[src/stkspan_pkg.sv]
// ----------------------------------------------------------------------------
// stkspan_pkg
// Shared types and constants for the stock span block: field widths and the
// command/status bundles between the controller and the datapath.
// ----------------------------------------------------------------------------
package stkspan_pkg;

  // Fixed widths of the channel fields
  localparam int PRICE_IN_W = 32;
  localparam int SPAN_W     = 11;

  // Commands from controller to datapath
  typedef struct packed {
    logic accept;    // latch the incoming request, clear on first
    logic pop;       // drop top entry, fetch the one below
    logic load_top;  // move fetched entry into the top cache
    logic push;      // push price, emit normal span
    logic emit_ovf;  // emit saturated span with overflow set
  } stkspan_cmd_t;

  // Status from datapath to controller
  typedef struct packed {
    logic ovf;       // sequence already at full length
    logic pop_cond;  // stack not empty and price beats the top
    logic last_pop;  // exactly one entry left on the stack
    logic out_free;  // result register can take a new result
  } stkspan_sts_t;

endpackage

[src/stkspan_ctrl.sv]
// ----------------------------------------------------------------------------
// stkspan_ctrl
// Controller: per request, a saturated span on overflow; else pops while the
// price beats the top, then pushes; each span goes to the result register.
// ----------------------------------------------------------------------------
module stkspan_ctrl
  import stkspan_pkg::*;
(
  input  logic         clk,
  input  logic         rst,
  input  logic         in_valid,
  output logic         in_ready,
  input  stkspan_sts_t sts,
  output stkspan_cmd_t cmd
);

  typedef enum logic [1:0] {
    IDLE,
    CHECK,
    LOAD
  } state_t;

  state_t state;
  state_t state_next;
  logic   rdy;

  assign in_ready = rdy;

  // Command decode
  always_comb begin
    cmd        = '0;
    state_next = state;
    case (state)
      IDLE: begin
        if (in_valid && rdy) begin
          cmd.accept = 1'b1;
          state_next = CHECK;
        end
      end
      CHECK: begin
        if (sts.ovf) begin
          if (sts.out_free) begin
            cmd.emit_ovf = 1'b1;
            state_next   = IDLE;
          end
        end else if (sts.pop_cond) begin
          cmd.pop    = 1'b1;
          // stack empties: nothing to fetch
          state_next = sts.last_pop ? CHECK : LOAD;
        end else if (sts.out_free) begin
          cmd.push   = 1'b1;
          state_next = IDLE;
        end
      end
      LOAD: begin
        cmd.load_top = 1'b1;
        state_next   = CHECK;
      end
      default: begin
        state_next = IDLE;
      end
    endcase
  end

  // State and registered ready
  always_ff @(posedge clk) begin
    if (rst) begin
      state <= IDLE;
      rdy   <= 1'b1;
    end else begin
      state <= state_next;
      rdy   <= (state_next == IDLE);
    end
  end

endmodule

[config.mk]
export PLATFORM = sky130hd
export DESIGN_NAME = stkspan_ctrl
export DESIGN_NICKNAME = d
export VERILOG_FILES = /design/src/stkspan_pkg.sv /design/src/stkspan_ctrl.sv
export SDC_FILE = /design/constraint.sdc
export NUM_CORES = 1
export LEC_CHECK = 0
export BUFFER_PORTS_ARGS = -buffer_cell sky130_fd_sc_hd__buf_4
export CAP_MARGIN = 20
export CORE_AREA = 2 2 39 41
export DETAILED_ROUTE_END_ITERATION = 7
export DIE_AREA = 0 0 41 43
export GPL_TIMING_DRIVEN = 0
export PLACE_DENSITY = 0.32
export SLEW_MARGIN = 30
export SYNTH_ARGS = -nofsm -noshare
export SYNTH_HDL_FRONTEND = slang
export SYNTH_SLANG_ARGS = --single-unit
[constraint.sdc]
create_clock -name clk -period 3.05 [get_ports clk]
set_input_delay 0.61 -clock clk [delete_from_list [all_inputs] [get_ports clk]]
set_output_delay 0.61 -clock clk [all_outputs]
set_load 0.01 [all_outputs]
==> flow_summary_export.csv, run 1 <==
group,metric,value,unit
worst_setup_path,crit_top_cell,"buf_4",
cts,clk_path_buf_depth,2,
place,place.gp.congestion,0.662,
place,portBuffers,12,
power,p_per_area,478,mW/mm^2
worst_setup_path,required,2.44,ns
floorplanning,die_width,41,um
final_layout,final.fill_count,175,
worst_setup_path,regToRegStartpoint,"state[0]",
sta,worst_pin_slew,0.249,ns
worst_setup_path,crit_arrival,1.26,ns
yosys,netlist_instances,20,
sta,grt_setup_unrepaired,"false",
hold_path,hp-class,"reg -> reg",
yosys,avgSynthCellArea,8.07,um^2
detailed_routing,drt_wl_total,433,um
final_layout,antennaDiodeCount,0,
final_layout,final_common_cell,"buf_4",
worst_setup_path,cp_max_fo,3,
yosys,ys_top_cells_by_area,"dfxtp_1 (37%), nor3_1 (9.3%), a21oi_2 (5.4%), and2b_2 (5.4%), or3b_1 (5.4%)",
sta,fin_skew,0.00213,ns
place,dp.cells,48,
yosys,netlist.area_leader.share,0.372,
cts,cts_sinks,3,
yosys,synth_cell_types,14,
detailed_routing,vias,194,
grt,grt_util_all_layers,0.0571,
final_layout,layout_common_cells,"buf_4 (12), nor3_1 (3), clkbuf_4 (3), dfxtp_1 (3)",
yosys,synth-seq-area-share,0.372,
yosys,synth_nets,27,
power,leakagePower,0.145,nW
cts,post_cts_resized,0,
worst_setup_path,cpPeakStageDelay,0.21,ns
sta,finalMaxSlewViolations,0,
grt,grt_pass1_vias,176,
hold_path,min_from,"state[0]",
cts,htreeDepth,1,
power,peakVddDrop,0.000163,V
place,dp_hpwl,359,um
worst_setup_path,cp-start-kind,"input port",
floorplanning,ios,13,
sta,fmax,534,MHz
worst_setup_path,reg2reg_slack,1.94,ns
final_layout,drive_gt1_frac,0.500,
final_layout,final_nets,44,
detailed_routing,wl_per_cell,8.33,um
grt,grt_max_degree,7,
power,fin_total_pwr,0.142,mW
yosys,ys_warn_count,0,
worst_setup_path,critPathSlowestCell,"nor3b_1",
detailed_routing,vias_per_cell,3.73,
grt,antenna_found_initial,0,
final_layout,area_growth,84.5,%
detailed_routing,highest_layer,"met3",
sta,finalCritPeriodShare,0.614,
final_layout,fin_cells,52,
detailed_routing,met3_wirelength,28,um
sta,hold-worst-slack,0.605,ns
outcome,status,"complete, no violations",
detailed_routing,routed-wl-met2,227,um
cts,cts_hold_buf,0,
grt,grt-ovfl-total,0,
detailed_routing,route.detailed.drc,0,
detailed_routing,wl_met1,177,um
floorplanning,start_util,0.117,
sta,setup_viol,0,
detailed_routing,dr.first_iter.drc_count,1,
sta,slew_headroom,0.833,
sta,min_period,1.87,ns
worst_setup_path,crit_start,"sts[3]",
grt,grt_pass1_wl,648,um
floorplanning,num_rows,14,
flow_run,maxCapViolations,0,
cts,clk_pin_slew,0.04,ns
final_layout,final-seq-area,60.1,um^2
cts,cts_tree,"yes",
sta,tns,0,ns
yosys,synth_seq_cells,3,
floorplanning,fp.dieH,43,um
floorplanning,core_area,0.00138,mm^2
detailed_routing,ant_nets,0,
worst_setup_path,path_class,"in -> out",
worst_setup_path,path_cells,"buf_4 > nand2b_1 > nor3b_1 > buf_4",
yosys,syn_area,161,um^2
floorplanning,die_area,0.00176,mm^2
cts,worstSkewPairLatency,0.23,ns
cts,cts_setup_buffers,0,
final_layout,multi_input_area,101,um^2
cts,cts_root_buf,"clkbuf_4",
yosys,synth_top_area_cell,"dfxtp_1",
cts,cts_made_buffers,3,
sta,hold_viol,0,
detailed_routing,dr.pass1.iters,2,
worst_setup_path,cp-end-kind,"output port",
[path summary, 6_finish.rpt]
path	endpoint	depth (start not counted)
worst max-delay path	cmd[3]	4
worst min-delay path	in_ready	2
worst max register to register	state[0]	3
worst min register to register	in_ready	2
[report_power, final]
| part | switching (mW) | internal [mW] |
|---|---|---|
| registers | 0.00327 | 0.0428 |
| clock network | 0.0192 | 0.0489 |
| logic | 0.0111 | 0.0169 |
[through the flow]
| stage | setup slack (ns) | cell area (um^2) | utilization |
|---|---|---|---|
| 2_1_floorplan | 1.34 | 161 | - |
| 3_3_place_gp | 1.18 | 272 | 0.196 |
| 3_5_place_dp | 1.15 | 272 | 0.196 |
| 4_1_cts | 1.15 | 298 | 0.215 |
| 5_1_grt | 1.10 | 298 | 0.215 |
| 6_report | 1.18 | 298 | 0.215 |
[cells by family (layout without fill, tap and decap cells)]
| logic type | Yosys count | after routing | synth area share |
|---|---|---|---|
| compound gates | 3 | 3 | 0.132 |
| buf+inv | 0 | 16 | 0 |
| flops | 3 | 3 | 0.372 |
| simple gates | 14 | 14 | 0.496 |
[worst max-delay path, delay by kind of cell]
kind / cells / cell delay [ns]
simple gates: 2 / 0.38
buf+inv: 2 / 0.27
[metal layers]
layer  GRT usage  vias to the layer above
met4      0.0400                        0
met1      0.0543                       88
met5           0                        -
li1            -                      101
met2      0.0875                        5
met3      0.0314                        0
[Yosys cell counts]
| cell | instances |
|---|---|
| a21o_1 | 1 |
| a21oi_1 | 1 |
| a21oi_2 | 1 |
| and2b_2 | 1 |
| and3_1 | 1 |
| dfxtp_1 | 3 |
| nand2_1 | 2 |
| nand2b_1 | 1 |
| nor2_1 | 2 |
| nor2b_1 | 1 |
| nor3_1 | 3 |
| nor3b_1 | 1 |
| or2_2 | 1 |
| or3b_1 | 1 |
[state kept, by name, indices dropped and copies added (netlist names)]
signal	cells
in_ready	1
state	2
[final cells by class]
cell class | count | area share
clock buffers | 4 | 0.0882
multi-input cells | 17 | 0.340
flip-flops and latches | 3 | 0.202
well taps | 16 | 0.0672
repair buffers | 12 | 0.303
Note: power is estimated with default switching activity, not from simulation.
==> run 2, diff against run 1 <==
Settings changed: PLACE_DENSITY 0.32 to 0.33.
Clock period 3.05 ns to 1.7 ns, I/O delays scaled along.
==> flow_summary_export.csv, run 2 (same netlist as run 1, synthesis figures left out) <==
group,metric,value,unit
outcome,status,"complete, no violations",
power,leakagePower,0.145,nW
sta,hold_viol,0,
place,dp_hpwl,360,um
floorplanning,die_area,0.00176,mm^2
cts,post_cts_resized,0,
sta,fmax,666,MHz
worst_setup_path,crit_arrival,1.16,ns
sta,min_period,1.50,ns
worst_setup_path,cp-end-kind,"output port",
cts,cts_setup_buffers,0,
worst_setup_path,reg2reg_depth,3,
detailed_routing,dr.first_iter.drc_count,0,
grt,grt-ovfl-total,0,
place,place.gp.congestion,0.594,
worst_setup_path,path_class,"reg -> out",
power,p_per_area,864,mW/mm^2
cts,htreeDepth,1,
sta,tns,0,ns
hold_path,min_from,"sts[0]",
worst_setup_path,cp_max_fo,6,
sta,grt_setup_unrepaired,"false",
detailed_routing,wl_per_cell,8.48,um
final_layout,stdcell_area,298,um^2
place,place_area,272,um^2
power,peakVddDrop,0.000286,V
worst_setup_path,cp-start-kind,"register",
detailed_routing,vias,190,
power,fin_total_pwr,0.257,mW
worst_setup_path,regToRegStartpoint,"state[0]",
floorplanning,die_width,41,um
cts,worstSkewPairLatency,0.23,ns
final_layout,largest_reg_flops,2,
final_layout,final_nets,44,
worst_setup_path,crit_start,"state[0]",
final_layout,final_common_cell,"buf_4",
cts,clk_pin_slew,0.04,ns
detailed_routing,ant_nets,0,
final_layout,area_growth,84.5,%
sta,worst_pin_slew,0.228,ns
detailed_routing,drt_wl_total,441,um
final_layout,antennaDiodeCount,0,
sta,finalMaxSlewViolations,0,
floorplanning,ios,13,
final_layout,largest_register,"state",
detailed_routing,route.detailed.drc,0,
floorplanning,fp.dieH,43,um
grt,grt_util_all_layers,0.0631,
final_layout,layout_common_cells,"buf_4 (12), nor3_1 (3), clkbuf_4 (3), dfxtp_1 (3)",
floorplanning,core_area,0.00138,mm^2
hold_path,hold_depth,3,
cts,cts_root_buf,"clkbuf_4",
sta,finalCritPeriodShare,0.883,
place,portBuffers,12,
sta,fin_skew,0.00335,ns
cts,clk_path_buf_depth,2,
final_layout,drive_gt1_frac,0.500,
cts,cts_made_buffers,3,
detailed_routing,dr.pass1.iters,1,
detailed_routing,vias_per_cell,3.65,
grt,grt_pass1_vias,179,
flow_run,maxCapViolations,0,
cts,cts_sinks,3,
sta,slew_headroom,0.847,
worst_setup_path,required,1.36,ns
hold_path,hp-class,"in -> reg",
floorplanning,num_rows,14,
grt,grt_pass1_wl,655,um
grt,antenna_found_initial,0,
cts,cts_hold_buf,0,
grt,grt_max_degree,7,
floorplanning,start_util,0.117,
sta,setup_viol,0,
cts,cts_tree,"yes",
## run 2: cell counts in the layout (fill, tap and decap cells not counted)
No cell type changed its count.
## run 2: cell type report
cell class / instances / area [um^2]
Fill cell: 165 / 1090
Multi-Input combinational cell: 17 / 101
Timing Repair Buffer: 12 / 90.1
Sequential cell: 3 / 60.1
Clock buffer: 4 / 26.3
Tap cell: 16 / 20.0
## run 2: worst paths after layout
check             slack [ns]  endpoint
setup / recovery        0.20    cmd[1]
hold / removal          0.35  in_ready
setup reg to reg        0.61  state[0]
hold reg to reg         0.59  in_ready
## run 2: critical path: stages, from the launching register on
cell	delay (ns)
dfxtp_1	0.38
nor2b_1	0.18
nand2_1	0.07
nor3_1	0.14
buf_4	0.15
## run 2: through the flow
step | cells | utilization | hold WS (ns) | setup WS (ns)
after floorplan | 20 | - | 0.474 | 0.534
after global placement | 48 | 0.196 | 0.597 | 0.378
after detailed placement | 48 | 0.196 | 0.596 | 0.372
after CTS | 52 | 0.215 | 0.349 | 0.170
after global routing | 52 | 0.215 | 0.362 | 0.0548
final | 52 | 0.215 | 0.351 | 0.198
## run 2: power breakdown
group          switching [mW]  total [mW]  internal (mW)
Clock                  0.0367       0.125         0.0879
Sequential            0.00570      0.0826         0.0769
Combinational          0.0199      0.0502         0.0303
## run 2: routing by layer
metal	wire (um)	vias to the layer above	track usage	part of all wire
met2	261	7	0.100	0.59
met1	140	82	0.0414	0.32
met4	0	0	0.0600	0
met3	39	0	0.0471	0.088
met5	0	-	0	0
li1	-	101	-	-
